<file path="src/rtl/scp_pkg.sv">
// Package for the sequenced command line parser.
// Reply and error codes, keyword table, queue entry type. No dependencies.
package scp_pkg;

    localparam int KW_COUNT = 5;
    localparam int KW_PING = 0;
    localparam int KW_STATUS = 1;
    localparam int KW_RESET = 2;
    localparam int KW_CANCEL = 3;
    localparam int KW_HELLO = 4;
    localparam int TOK_POS_W = 7;
    localparam logic [TOK_POS_W-1:0] TOK_POS_MAX = 7'd127;

    localparam logic [7:0] CH_CR = 8'h0D;
    localparam logic [7:0] CH_LF = 8'h0A;
    localparam logic [7:0] CH_SP = 8'h20;
    localparam logic [7:0] CH_TAB = 8'h09;
    localparam logic [7:0] CH_PLUS = 8'h2B;
    localparam logic [7:0] CH_ZERO = 8'h30;
    localparam logic [7:0] CH_NINE = 8'h39;
    localparam logic [7:0] CH_NUL = 8'h00;

    typedef enum logic [1:0] {
        CMD_BYTE = 2'd0,
        CMD_OPEN = 2'd1,
        CMD_DETACH = 2'd2,
        CMD_UNUSED = 2'd3
    } t_cmd;

    typedef enum logic [2:0] {
        KIND_READY = 3'd0,
        KIND_PONG = 3'd1,
        KIND_ACK_RESET = 3'd2,
        KIND_STATE = 3'd3,
        KIND_ERROR = 3'd4
    } t_kind;

    typedef enum logic [2:0] {
        ERR_BAD_SEQ = 3'd0,
        ERR_FIELDS = 3'd1,
        ERR_OLD_SEQ = 3'd2,
        ERR_BAD_CMD = 3'd3,
        ERR_BAD_HELLO = 3'd4,
        ERR_BAD_PROTO = 3'd5,
        ERR_TOO_LONG = 3'd6
    } t_err;

    typedef enum logic [1:0] {
        NUM_EMPTY = 2'd0,
        NUM_PLUS = 2'd1,
        NUM_VALID = 2'd2,
        NUM_BAD = 2'd3
    } t_num;

    typedef struct packed {
        logic                ready_evt;
        logic                overflow;
        logic [1:0]          tok_cnt;
        logic [KW_COUNT-1:0] kw_alive;
        logic                num_valid;
        logic [31:0]         num_val;
        logic                mounted;
    } t_line_rec;

    typedef struct packed {
        logic full;
        logic empty;
    } t_q_stat;

    function automatic logic [TOK_POS_W-1:0] kw_len(input int k);
        logic [TOK_POS_W-1:0] r;
        unique case (k)
            KW_PING:   r = 7'd4;
            KW_STATUS: r = 7'd6;
            KW_RESET:  r = 7'd5;
            KW_CANCEL: r = 7'd6;
            default:   r = 7'd5;
        endcase
        return r;
    endfunction

    function automatic logic [7:0] kw_char(input int k, input logic [2:0] p);
        logic [47:0] s;
        unique case (k)
            KW_PING:   s = {"PING", 16'h0};
            KW_STATUS: s = "STATUS";
            KW_RESET:  s = {"RESET", 8'h0};
            KW_CANCEL: s = "CANCEL";
            default:   s = {"HELLO", 8'h0};
        endcase
        return s[8'd47 - {p, 3'b000} -: 8];
    endfunction

endpackage

</file>
<file path="src/rtl/scp_ifs.sv">
// Handshake channels for the command line parser: input word, reply, config.
// No dependencies.
interface scp_in_if;
    logic       valid;
    logic       ready;
    logic [1:0] cmd;
    logic [7:0] rx_byte;
    logic       link_mounted;
    modport source (output valid, cmd, rx_byte, link_mounted, input ready);
    modport sink (input valid, cmd, rx_byte, link_mounted, output ready);
endinterface

interface scp_out_if;
    logic        valid;
    logic        ready;
    logic [2:0]  reply_kind;
    logic [2:0]  error_code;
    logic [31:0] reply_seq;
    logic        reported_mounted;
    logic [31:0] reported_prev_seq;
    logic        is_replay;
    modport source (output valid, reply_kind, error_code, reply_seq, reported_mounted,
                    reported_prev_seq, is_replay, input ready);
    modport sink (input valid, reply_kind, error_code, reply_seq, reported_mounted,
                  reported_prev_seq, is_replay, output ready);
endinterface

interface scp_cfg_if;
    logic       valid;
    logic       ready;
    logic [7:0] data;
    modport source (output valid, data, input ready);
    modport sink (input valid, data, output ready);
endinterface

</file>
<file path="src/rtl/scp_front.sv">
// Front end: tokenizes words; pushes a record per open and per non-blank LF.
// Depends on scp_pkg.
module scp_front #(
    parameter int LINE_CAPACITY = 128
) (
    input  logic                 i_clk,
    input  logic                 i_rst_n,
    input  logic                 i_valid,
    input  logic [1:0]           i_cmd,
    input  logic [7:0]           i_rx_byte,
    input  logic                 i_link_mounted,
    input  logic                 i_q_full,
    output logic                 o_ready,
    output logic                 o_push,
    output scp_pkg::t_line_rec   o_rec
);
    localparam int CW = $clog2(LINE_CAPACITY);
    localparam logic [CW:0] CAP = (CW+1)'(LINE_CAPACITY);

    logic [CW-1:0] r_chars, n_chars;
    logic r_ovf, n_ovf, r_nul, n_nul, r_inside, n_inside;
    logic [1:0] r_tc, n_tc;
    logic [scp_pkg::KW_COUNT-1:0] r_alive, n_alive, fin_alive;
    logic [scp_pkg::TOK_POS_W-1:0] r_pos, n_pos;
    logic [31:0] r_num, n_num;
    scp_pkg::t_num r_ns, n_ns;
    logic acc, is_sp, digit;
    logic [35:0] prod;
    logic [7:0] c;

    assign o_ready = !i_q_full;
    assign acc = i_valid && o_ready;
    assign c = i_rx_byte;
    assign is_sp = (c == scp_pkg::CH_SP) || (c == scp_pkg::CH_TAB);
    assign digit = (c >= scp_pkg::CH_ZERO) && (c <= scp_pkg::CH_NINE);
    assign prod = {r_num, 3'b000} + {3'b000, r_num, 1'b0} + {32'd0, c[3:0] - 4'd0};

    always_comb begin
        fin_alive = r_alive;
        for (int k = 0; k < scp_pkg::KW_COUNT; k++) begin
            if (r_pos != scp_pkg::kw_len(k)) fin_alive[k] = 1'b0;
        end
    end

    always_comb begin
        n_chars = r_chars; n_ovf = r_ovf; n_nul = r_nul; n_inside = r_inside;
        n_tc = r_tc; n_alive = r_alive; n_pos = r_pos; n_num = r_num; n_ns = r_ns;
        o_push = 1'b0;
        o_rec.ready_evt = 1'b0;
        o_rec.overflow = r_ovf;
        o_rec.tok_cnt = r_tc;
        o_rec.kw_alive = (r_inside && r_tc == 2'd1) ? fin_alive : r_alive;
        o_rec.num_valid = (r_ns == scp_pkg::NUM_VALID);
        o_rec.num_val = r_num;
        o_rec.mounted = i_link_mounted;
        if (acc) begin
            priority if (i_cmd == scp_pkg::CMD_OPEN) begin
                o_push = 1'b1;
                o_rec.ready_evt = 1'b1;
            end else if (i_cmd == scp_pkg::CMD_DETACH
                         || (i_cmd == scp_pkg::CMD_BYTE && c == scp_pkg::CH_LF)) begin
                if (i_cmd == scp_pkg::CMD_BYTE) o_push = r_ovf || (r_tc != 2'd0);
                n_chars = '0; n_ovf = 1'b0; n_nul = 1'b0; n_inside = 1'b0; n_tc = 2'd0;
                n_alive = '1; n_pos = '0; n_num = '0; n_ns = scp_pkg::NUM_EMPTY;
            end else if (i_cmd == scp_pkg::CMD_BYTE && c != scp_pkg::CH_CR) begin
                if ({1'b0, r_chars} + 1'b1 >= CAP) begin
                    n_ovf = 1'b1;
                end else begin
                    n_chars = r_chars + 1'b1;
                    if (!r_nul) begin
                        if (c == scp_pkg::CH_NUL) begin
                            n_nul = 1'b1;
                        end else if (is_sp) begin
                            if (r_inside && r_tc == 2'd1) n_alive = fin_alive;
                            n_inside = 1'b0;
                        end else begin
                            n_inside = 1'b1;
                            if (!r_inside && r_tc != 2'd3) n_tc = r_tc + 2'd1;
                            if (n_tc == 2'd1) begin
                                for (int k = 0; k < scp_pkg::KW_COUNT; k++) begin
                                    if (r_pos >= scp_pkg::kw_len(k)
                                        || c != scp_pkg::kw_char(k, r_pos[2:0]))
                                        n_alive[k] = 1'b0;
                                end
                                if (r_pos != scp_pkg::TOK_POS_MAX) n_pos = r_pos + 1'b1;
                            end else if (n_tc == 2'd2) begin
                                priority if (r_ns == scp_pkg::NUM_EMPTY
                                             && c == scp_pkg::CH_PLUS) begin
                                    n_ns = scp_pkg::NUM_PLUS;
                                end else if (digit && r_ns != scp_pkg::NUM_BAD) begin
                                    n_num = (r_ns == scp_pkg::NUM_VALID) ? prod[31:0]
                                            : {28'd0, c[3:0]};
                                    n_ns = (r_ns == scp_pkg::NUM_VALID && prod[35:32] != 4'd0)
                                           ? scp_pkg::NUM_BAD : scp_pkg::NUM_VALID;
                                end else begin
                                    n_ns = scp_pkg::NUM_BAD;
                                end
                            end
                        end
                    end
                end
            end else begin
                // CR and the unused command leave the line as it is
                n_chars = r_chars;
            end
        end
    end

    always_ff @(posedge i_clk) begin
        if (!i_rst_n) begin
            r_chars <= '0; r_ovf <= 1'b0; r_nul <= 1'b0; r_inside <= 1'b0; r_tc <= 2'd0;
            r_alive <= '1; r_pos <= '0; r_num <= '0; r_ns <= scp_pkg::NUM_EMPTY;
        end else begin
            r_chars <= n_chars; r_ovf <= n_ovf; r_nul <= n_nul; r_inside <= n_inside;
            r_tc <= n_tc; r_alive <= n_alive; r_pos <= n_pos; r_num <= n_num; r_ns <= n_ns;
        end
    end
endmodule

</file>
<file path="src/rtl/scp_queue.sv">
// Two-entry line record queue between front and back.
// Depends on scp_pkg.
module scp_queue (
    input  logic                 i_clk,
    input  logic                 i_rst_n,
    input  logic                 i_push,
    input  scp_pkg::t_line_rec   i_rec,
    input  logic                 i_pop,
    output scp_pkg::t_line_rec   o_rec,
    output scp_pkg::t_q_stat     o_stat
);
    scp_pkg::t_line_rec r_mem [2];
    logic r_wp, r_rp;
    logic [1:0] r_cnt;

    assign o_rec = r_mem[r_rp];
    assign o_stat.full = (r_cnt == 2'd2);
    assign o_stat.empty = (r_cnt == 2'd0);

    always_ff @(posedge i_clk) begin
        if (i_push) r_mem[r_wp] <= i_rec;
    end

    always_ff @(posedge i_clk) begin
        if (!i_rst_n) begin
            r_wp <= 1'b0; r_rp <= 1'b0; r_cnt <= 2'd0;
        end else begin
            if (i_push) r_wp <= !r_wp;
            if (i_pop) r_rp <= !r_rp;
            r_cnt <= r_cnt + {1'b0, i_push} - {1'b0, i_pop};
        end
    end
endmodule

</file>
<file path="src/rtl/scp_back.sv">
// Back end: decides the reply for a line record, keeps the saved reply.
// Depends on scp_pkg.
module scp_back (
    input  logic                 i_clk,
    input  logic                 i_rst_n,
    input  scp_pkg::t_line_rec   i_rec,
    input  scp_pkg::t_q_stat     i_stat,
    output logic                 o_pop,
    input  logic                 i_cfg_we,
    input  logic [7:0]           i_cfg_data,
    input  logic                 i_out_ready,
    output logic                 o_out_valid,
    output logic [2:0]           o_kind,
    output logic [2:0]           o_code,
    output logic [31:0]          o_seq,
    output logic                 o_mounted,
    output logic [31:0]          o_prev,
    output logic                 o_replay
);
    logic [7:0] r_proto;
    logic r_has, r_smnt, r_ov;
    logic [31:0] r_sseq, r_sprev;
    scp_pkg::t_kind r_skind;
    logic save;
    scp_pkg::t_kind kind, skind;
    scp_pkg::t_err code;
    logic [31:0] seq, prev, s;
    logic mnt, rep;
    logic [2:0] r_kind, r_code;
    logic [31:0] r_seq, r_prev;
    logic r_mnt, r_rep;

    assign o_pop = !i_stat.empty && (!r_ov || i_out_ready);
    assign s = i_rec.num_val;

    always_comb begin
        kind = scp_pkg::KIND_ERROR; code = scp_pkg::ERR_BAD_SEQ; seq = '0; prev = '0;
        mnt = 1'b0; rep = 1'b0; save = 1'b0; skind = scp_pkg::KIND_PONG;
        priority if (i_rec.ready_evt) begin
            kind = scp_pkg::KIND_READY;
        end else if (i_rec.overflow) begin
            code = scp_pkg::ERR_TOO_LONG;
        end else if (i_rec.kw_alive[scp_pkg::KW_HELLO]) begin
            priority if (i_rec.tok_cnt != 2'd2) code = scp_pkg::ERR_BAD_HELLO;
            else if (!i_rec.num_valid || s != {24'd0, r_proto}) code = scp_pkg::ERR_BAD_PROTO;
            else kind = scp_pkg::KIND_READY;
        end else if (i_rec.tok_cnt < 2'd2 || !i_rec.num_valid) begin
            code = scp_pkg::ERR_BAD_SEQ;
        end else if (i_rec.tok_cnt == 2'd3) begin
            code = scp_pkg::ERR_FIELDS; seq = s;
        end else if (r_has && s == r_sseq) begin
            kind = r_skind; seq = r_sseq; mnt = r_smnt; prev = r_sprev; rep = 1'b1;
        end else if (r_has && s < r_sseq) begin
            code = scp_pkg::ERR_OLD_SEQ; seq = s;
        end else if (i_rec.kw_alive[scp_pkg::KW_PING]) begin
            kind = scp_pkg::KIND_PONG; seq = s; save = 1'b1;
        end else if (i_rec.kw_alive[scp_pkg::KW_STATUS]) begin
            kind = scp_pkg::KIND_STATE; seq = s; save = 1'b1;
            mnt = i_rec.mounted; prev = r_has ? r_sseq : 32'd0;
        end else if (i_rec.kw_alive[scp_pkg::KW_RESET] || i_rec.kw_alive[scp_pkg::KW_CANCEL]) begin
            kind = scp_pkg::KIND_ACK_RESET; seq = s; save = 1'b1;
        end else begin
            code = scp_pkg::ERR_BAD_CMD; seq = s;
        end
        if (kind != scp_pkg::KIND_ERROR) code = scp_pkg::ERR_BAD_SEQ;
        skind = kind;
    end

    always_ff @(posedge i_clk) begin
        if (!i_rst_n) begin
            r_proto <= 8'd1; r_has <= 1'b0; r_sseq <= '0; r_sprev <= '0;
            r_smnt <= 1'b0; r_skind <= scp_pkg::KIND_READY; r_ov <= 1'b0;
        end else begin
            if (i_cfg_we) r_proto <= i_cfg_data;
            if (o_pop) begin
                r_ov <= 1'b1;
                if (save) begin
                    r_has <= 1'b1; r_sseq <= seq; r_sprev <= prev;
                    r_smnt <= mnt; r_skind <= skind;
                end
            end else if (i_out_ready) begin
                r_ov <= 1'b0;
            end
        end
    end

    always_ff @(posedge i_clk) begin
        if (o_pop) begin
            r_kind <= kind; r_code <= code; r_seq <= seq;
            r_prev <= prev; r_mnt <= mnt; r_rep <= rep;
        end
    end

    assign o_out_valid = r_ov;
    assign o_kind = r_kind;
    assign o_code = r_code;
    assign o_seq = r_seq;
    assign o_mounted = r_mnt;
    assign o_prev = r_prev;
    assign o_replay = r_rep;
endmodule

</file>
<file path="src/rtl/sequenced_command_line_parser_core.sv">
// Top level of the sequenced command line parser: front, queue, back.
// Depends on scp_pkg, scp_ifs, scp_front, scp_queue, scp_back.
//
//  channel  dir  contents
//  i_in     in   cmd, rx_byte, link_mounted
//  o_out    out  reply_kind, error_code, reply_seq, reported_*, is_replay
//  i_cfg    in   protocol_version (8 bits)
//
// One input word per cycle while i_in.ready is high. With o_out free, a reply
// passes from its LF or open word into the queue, then through the back end's
// output register.
// i_in.ready drops only when the two-entry queue is full under output stall,
// and stays low that cycle even if a record leaves at its edge.
// Synchronous active-low reset; config port is always ready.
module sequenced_command_line_parser_core #(
    parameter int LINE_CAPACITY = 128
) (
    input  logic i_clk,
    input  logic i_rst_n,
    scp_in_if.sink     i_in,
    scp_out_if.source  o_out,
    scp_cfg_if.sink    i_cfg
);
    logic push, pop;
    scp_pkg::t_line_rec rec_in, rec_out;
    scp_pkg::t_q_stat q_stat;

    assign i_cfg.ready = 1'b1;

    scp_front #(.LINE_CAPACITY(LINE_CAPACITY)) u_front (
        .i_clk(i_clk), .i_rst_n(i_rst_n), .i_valid(i_in.valid), .i_cmd(i_in.cmd),
        .i_rx_byte(i_in.rx_byte), .i_link_mounted(i_in.link_mounted),
        .i_q_full(q_stat.full), .o_ready(i_in.ready), .o_push(push), .o_rec(rec_in)
    );

    scp_queue u_queue (
        .i_clk(i_clk), .i_rst_n(i_rst_n), .i_push(push), .i_rec(rec_in),
        .i_pop(pop), .o_rec(rec_out), .o_stat(q_stat)
    );

    scp_back u_back (
        .i_clk(i_clk), .i_rst_n(i_rst_n), .i_rec(rec_out), .i_stat(q_stat), .o_pop(pop),
        .i_cfg_we(i_cfg.valid), .i_cfg_data(i_cfg.data), .i_out_ready(o_out.ready),
        .o_out_valid(o_out.valid), .o_kind(o_out.reply_kind), .o_code(o_out.error_code),
        .o_seq(o_out.reply_seq), .o_mounted(o_out.reported_mounted),
        .o_prev(o_out.reported_prev_seq), .o_replay(o_out.is_replay)
    );

    a_q_stat: assert property (@(posedge i_clk) disable iff (!i_rst_n)
        !(q_stat.full && q_stat.empty)) else $error("queue full and empty");
    a_no_push_full: assert property (@(posedge i_clk) disable iff (!i_rst_n)
        push |-> !q_stat.full) else $error("push into full queue");
    a_pop_nonempty: assert property (@(posedge i_clk) disable iff (!i_rst_n)
        pop |-> !q_stat.empty) else $error("pop from empty queue");
    a_replay_code: assert property (@(posedge i_clk) disable iff (!i_rst_n)
        (o_out.valid && o_out.is_replay) |-> (o_out.error_code == scp_pkg::ERR_BAD_SEQ))
        else $error("replay carries error code");
endmodule

</file>
<file path="src/flat_wrapper.sv">
// flat-port wrapper written by rule: the top's interface ports become plain ports
module sequenced_command_line_parser_core_flat 
#(
    parameter int LINE_CAPACITY = 128
)
  (i_clk, i_rst_n, i_in_valid, i_in_cmd, i_in_rx_byte, i_in_link_mounted, i_in_ready, o_out_valid, o_out_reply_kind, o_out_error_code, o_out_reply_seq, o_out_reported_mounted, o_out_reported_prev_seq, o_out_is_replay, o_out_ready, i_cfg_valid, i_cfg_data, i_cfg_ready);
  scp_in_if i_in_i ();
  scp_out_if o_out_i ();
  scp_cfg_if i_cfg_i ();
  input  logic i_clk;
  input  logic i_rst_n;
  input wire logic [$bits(i_in_i.valid)-1:0] i_in_valid;
  input wire logic [$bits(i_in_i.cmd)-1:0] i_in_cmd;
  input wire logic [$bits(i_in_i.rx_byte)-1:0] i_in_rx_byte;
  input wire logic [$bits(i_in_i.link_mounted)-1:0] i_in_link_mounted;
  output wire logic [$bits(i_in_i.ready)-1:0] i_in_ready;
  output wire logic [$bits(o_out_i.valid)-1:0] o_out_valid;
  output wire logic [$bits(o_out_i.reply_kind)-1:0] o_out_reply_kind;
  output wire logic [$bits(o_out_i.error_code)-1:0] o_out_error_code;
  output wire logic [$bits(o_out_i.reply_seq)-1:0] o_out_reply_seq;
  output wire logic [$bits(o_out_i.reported_mounted)-1:0] o_out_reported_mounted;
  output wire logic [$bits(o_out_i.reported_prev_seq)-1:0] o_out_reported_prev_seq;
  output wire logic [$bits(o_out_i.is_replay)-1:0] o_out_is_replay;
  input wire logic [$bits(o_out_i.ready)-1:0] o_out_ready;
  input wire logic [$bits(i_cfg_i.valid)-1:0] i_cfg_valid;
  input wire logic [$bits(i_cfg_i.data)-1:0] i_cfg_data;
  output wire logic [$bits(i_cfg_i.ready)-1:0] i_cfg_ready;
  assign i_in_i.valid = i_in_valid;
  assign i_in_i.cmd = i_in_cmd;
  assign i_in_i.rx_byte = i_in_rx_byte;
  assign i_in_i.link_mounted = i_in_link_mounted;
  assign i_in_ready = i_in_i.ready;
  assign o_out_valid = o_out_i.valid;
  assign o_out_reply_kind = o_out_i.reply_kind;
  assign o_out_error_code = o_out_i.error_code;
  assign o_out_reply_seq = o_out_i.reply_seq;
  assign o_out_reported_mounted = o_out_i.reported_mounted;
  assign o_out_reported_prev_seq = o_out_i.reported_prev_seq;
  assign o_out_is_replay = o_out_i.is_replay;
  assign o_out_i.ready = o_out_ready;
  assign i_cfg_i.valid = i_cfg_valid;
  assign i_cfg_i.data = i_cfg_data;
  assign i_cfg_ready = i_cfg_i.ready;
  sequenced_command_line_parser_core #(.LINE_CAPACITY(LINE_CAPACITY)) u_core (.i_clk(i_clk), .i_rst_n(i_rst_n), .i_in(i_in_i), .o_out(o_out_i), .i_cfg(i_cfg_i));
endmodule
</file>
<file path="config.mk">
export PLATFORM = sky130hd
export DESIGN_NAME = sequenced_command_line_parser_core_flat
export DESIGN_NICKNAME = d
export VERILOG_FILES = /design/src/rtl/scp_pkg.sv /design/src/rtl/scp_ifs.sv /design/src/rtl/scp_front.sv /design/src/rtl/scp_queue.sv /design/src/rtl/scp_back.sv /design/src/rtl/sequenced_command_line_parser_core.sv /design/src/flat_wrapper.sv
export SDC_FILE = /design/constraint.sdc
export NUM_CORES = 1
export LEC_CHECK = 0
export BUFFER_PORTS_ARGS = -buffer_cell sky130_fd_sc_hd__buf_2
export CAP_MARGIN = 20
export CORE_MARGIN = 4
export CORE_UTILIZATION = 63
export CTS_BUF_LIST = sky130_fd_sc_hd__clkbuf_8
export DETAILED_ROUTE_END_ITERATION = 8
export PLACE_DENSITY = 0.82
export SKIP_CTS_REPAIR_TIMING = 1
export SLEW_MARGIN = 20
export SYNTH_ARGS = -nofsm -noshare
export SYNTH_HDL_FRONTEND = slang
export SYNTH_SLANG_ARGS = --single-unit
</file>
<file path="constraint.sdc">
create_clock -name i_clk -period 7.2 [get_ports i_clk]
set_input_delay 0 -clock i_clk [delete_from_list [all_inputs] [get_ports i_clk]]
set_output_delay 0 -clock i_clk [all_outputs]
set_load 0.02 [all_outputs]
</file>
==> summary.txt <==
Routing
  • Metal3 WL: 2.532 mm
  • WL per Instance: 19.33 um
  • Post-route DRC: 0
  • DR pass1 iterations: 7
  • Met1 wire length: 16.73 mm
  • DRT iter0 DRCs: 1,349
  • Routed wl met2: 18.91 mm
  • DRT antenna net count: 0
  • Vias: 13,039
  • Routed WL: 39.46 mm
  • Top metal layer carrying routed signals: met4
  • Vias per inst: 6.389

Yosys
  • Synth cell types: 80
  • Most common cell in the netlist: edfxtp_1
  • Area leader, netlist: edfxtp_1
  • Syn_area_per_cell: 9.988 um^2
  • Mapped Area: 0.01596 mm^2
  • Top-area cell type share of the netlist area: 0.2972
  • Commonest cells post-synth: edfxtp_1, nor2_1, a21oi_1
  • #FFs+latches synth: 299
  • Area contributors post-synth: edfxtp_1, dfxtp_1, ha_1, a21oi_1, nor2_1
  • Post-synth top flop: edfxtp_1
  • Mapped Nets: 1,735
  • EDFF count, synth: 158
  • Async set-reset flop share out of synthesis: 0
  • Seq/Total Area, Yosys: 0.4741
  • Synth Instances: 1,598
  • Synth warn: 0

Run
  • Max Cap Violations: 0

Floorplanning
  • Die Height: 167.2 um
  • Boundary Pins: 99
  • Die Wd: 167.2 um
  • Die area: 0.02795 mm^2
  • Core ar.: 0.02460 mm^2
  • Starting Density: 0.6487
  • Standard-cell rows: 57

Run status
  • Failing checks: hold timing
  • Status: finished, violations left

Worst hold path
  • Worst Hold Path EP: u_core.u_front.r_ns[1]$_SDFFE_PN0P_
  • Min-delay src: i_in_rx_byte[7]
  • Hold depth: 5
  • Hold/Removal Path Class: in2reg

STA
  • # setup viols final: 0
  • Endpoints failing hold: 4
  • Worst-Margin Slew: 1.016 ns
  • Pins Over Slew Limit: 0
  • Final Critical Period: 4.926 ns
  • Fmax: 203.0 MHz
  • Final Skew: 0.02955 ns
  • Final WS setup: 2.274 ns
  • Min Hold Slack: -0.03911 ns
  • Final Cycle Share: 0.6841
  • Slew HR: 0.3052
  • RSZ-0062 raised after global routing: no
  • Total negative slack: 0 ns

Critical path
  • Slowest stage delay, CP: 0.86 ns
  • Worst path most repeated cell: nand3_1
  • Crit path max-delay family: simple AND/OR/NAND/NOR gates
  • Worst-path fanout max: 44
  • Buf/Inv on CP: 1
  • CP required: 7.70 ns
  • WP data arrival: 5.42 ns
  • Setup crit end kind: flop
  • R2R depth: 11
  • Critical-path top delay cell: nor4_1
  • CP Launch Type: flop
  • Crit Reg-Reg Endpoint: u_core.u_back.r_sseq[20]$_SDFFE_PN0P_
  • Flop2flop setup slack: 2.27 ns
  • Cell Chain, Critical Path: mux2_2, ha_1, nand4_1, nor4_1, nand3_1, nor2_4, buf_4, nor2_1, a211oi_1, nand3_1, a21oi_1
  • Critical path class: reg2reg

Clock tree
  • Longest Clk Path Bufs: 3
  • Num CTS Buffers: 46
  • Htree depth: 2
  • CTS sink cnt: 299
  • Clock latency on the worst-skew pair: 0.57 ns
  • Clk root buf: clkbuf_8
  • CTS tree: built
  • Clock Pin Slew Worst Setup and Hold Paths: 0.06 ns

Cells and area
  • Nets: 1,816
  • Area Growth Syn to Fin: 11.15%
  • Filler cell count: 1,745
  • Fraction of layout instances using a drive strength above 1: 0.1415
  • Antenna Cells: 0

Placed design
  • Dpl ws: 2.343 ns
  • Final HPWL DP: 26.30 mm
  • Port buffer count: 97
  • GPL Wtd Cong: 0.9193

GRT
  • Vias in the first global route: 12,346
  • First-pass GRT wire length: 61.62 mm
  • Antenna violations before repair: 0
  • GRT Overall Usage: 0.2623
  • GRT overflow: 0
  • Pin count of the biggest net entering global routing: 89

Pwr
  • P_leak: 6.820 nW
  • Maximum vdd drop: 0.2153 mV
  • Pwr Density: 253.4 mW/mm^2
==> flip-flops by register name (all words and copies together) (netlist names), 5 cells and up, named ones only <==
signal                  flops
u_core.u_front.r_num       32
u_core.u_back.o_seq        32
u_core.u_queue.r_mem       86
u_core.u_front.r_alive      5
u_core.u_back.r_sseq       32
u_core.u_front.r_pos        7
u_core.u_front.r_chars      7
u_core.u_back.o_prev       32
u_core.u_back.r_sprev      32
u_core.u_back.r_proto       8
==> worst min-delay path, stage by stage <==
cell     delay (ns)
buf_2          0.11
nor3_2         0.08
nand4_1        0.11
a22oi_1        0.07
nor2_1         0.10
==> worst max path at each step <==
stage	slack (ns)	cells after the start	to
final	2.27	11	u_core.u_back.r_sseq[20]$_SDFFE_PN0P_
after global routing	1.94	11	u_core.u_back.r_sseq[20]$_SDFFE_PN0P_
after CTS	2.31	11	u_core.u_back.r_sseq[20]$_SDFFE_PN0P_
after detailed placement	2.34	11	u_core.u_back.r_sseq[20]$_SDFFE_PN0P_
after global placement	2.55	11	u_core.u_back.r_sseq[21]$_SDFFE_PN0P_
after floorplan	2.14	8	u_core.u_back.r_sprev[11]$_SDFFE_PN0P_
==> per-layer routing <==
metal | vias to the layer above | global-route usage
li1 | 6150 | -
met1 | 6194 | 0.3617
met2 | 594 | 0.4246
met3 | 101 | 0.03843
met4 | 0 | 0.09915
met5 | - | 0
==> area by class of cell <==
cell class | instances | area, um^2 | area share
inverter | 56 | 211.5 | 0.01192
multi-input combinational | 1141 | 7819 | 0.4407
sequential | 299 | 7569 | 0.4266
clock inverter | 34 | 192.7 | 0.01086
tap | 324 | 405.4 | 0.02285
timing repair buffer | 135 | 828.3 | 0.04669
clock buffer | 52 | 715.7 | 0.04034
==> cell usage in the layout, fill, tap and decap left out, types with 38 or more instances in the layout <==
cell type | Yosys | final
inv_1 | 54 | 70
clkbuf_8 | 0 | 52
nand3_1 | 57 | 57
nand4_1 | 57 | 57
a21oi_1 | 147 | 147
a211oi_1 | 40 | 40
ha_1 | 111 | 111
nor2_1 | 153 | 149
a21o_1 | 38 | 38
edfxtp_1 | 158 | 158
buf_2 | 16 | 97
o21ai_0 | 89 | 89
dfxtp_1 | 141 | 140
nand2_1 | 52 | 52
nor3_1 | 44 | 43
==> cells by family (layout without fill, tap and decap cells) <==
group                    count (synthesis)  after routing  share of synthesized area
AO/OA/AOI/OAI                          457            457                     0.1825
buffers and inverters                  158            277                    0.03959
adder cells (fa/ha/maj)                113            113                    0.08952
other                                    1              1                  0.0002349
AND/OR/NAND/NOR                        454            454                     0.1427
multiplexers                            56             56                    0.03841
flip-flops                             299            299                     0.4741
XOR/XNOR                                60             60                    0.03292
==> power breakdown <==
part | switching [W] | internal (W) | leakage, nW
Clock | 0.000663 | 0.000707 | 0.520
Sequential | 0.0000968 | 0.00205 | 2.62
Combinational | 0.000648 | 0.000327 | 3.68
==> per-stage QoR <==
stage | instance area, um^2 | hold slack [ns] | std cells | utilization | power (W)
after floorplan | 15960 | 0.09887 | 1598 | - | 0.002839
after global placement | 16600 | 0.1987 | 1932 | 0.6748 | 0.003112
after detailed placement | 16600 | 0.2048 | 1932 | 0.6748 | 0.003139
after CTS | 17510 | -0.3909 | 2018 | 0.7117 | 0.004492
after global routing | 17740 | 0.007187 | 2041 | 0.7210 | 0.004681
final | 17740 | -0.03911 | 2041 | 0.7210 | 0.004495
No activity file was read; power rests on OpenSTA's default activity.
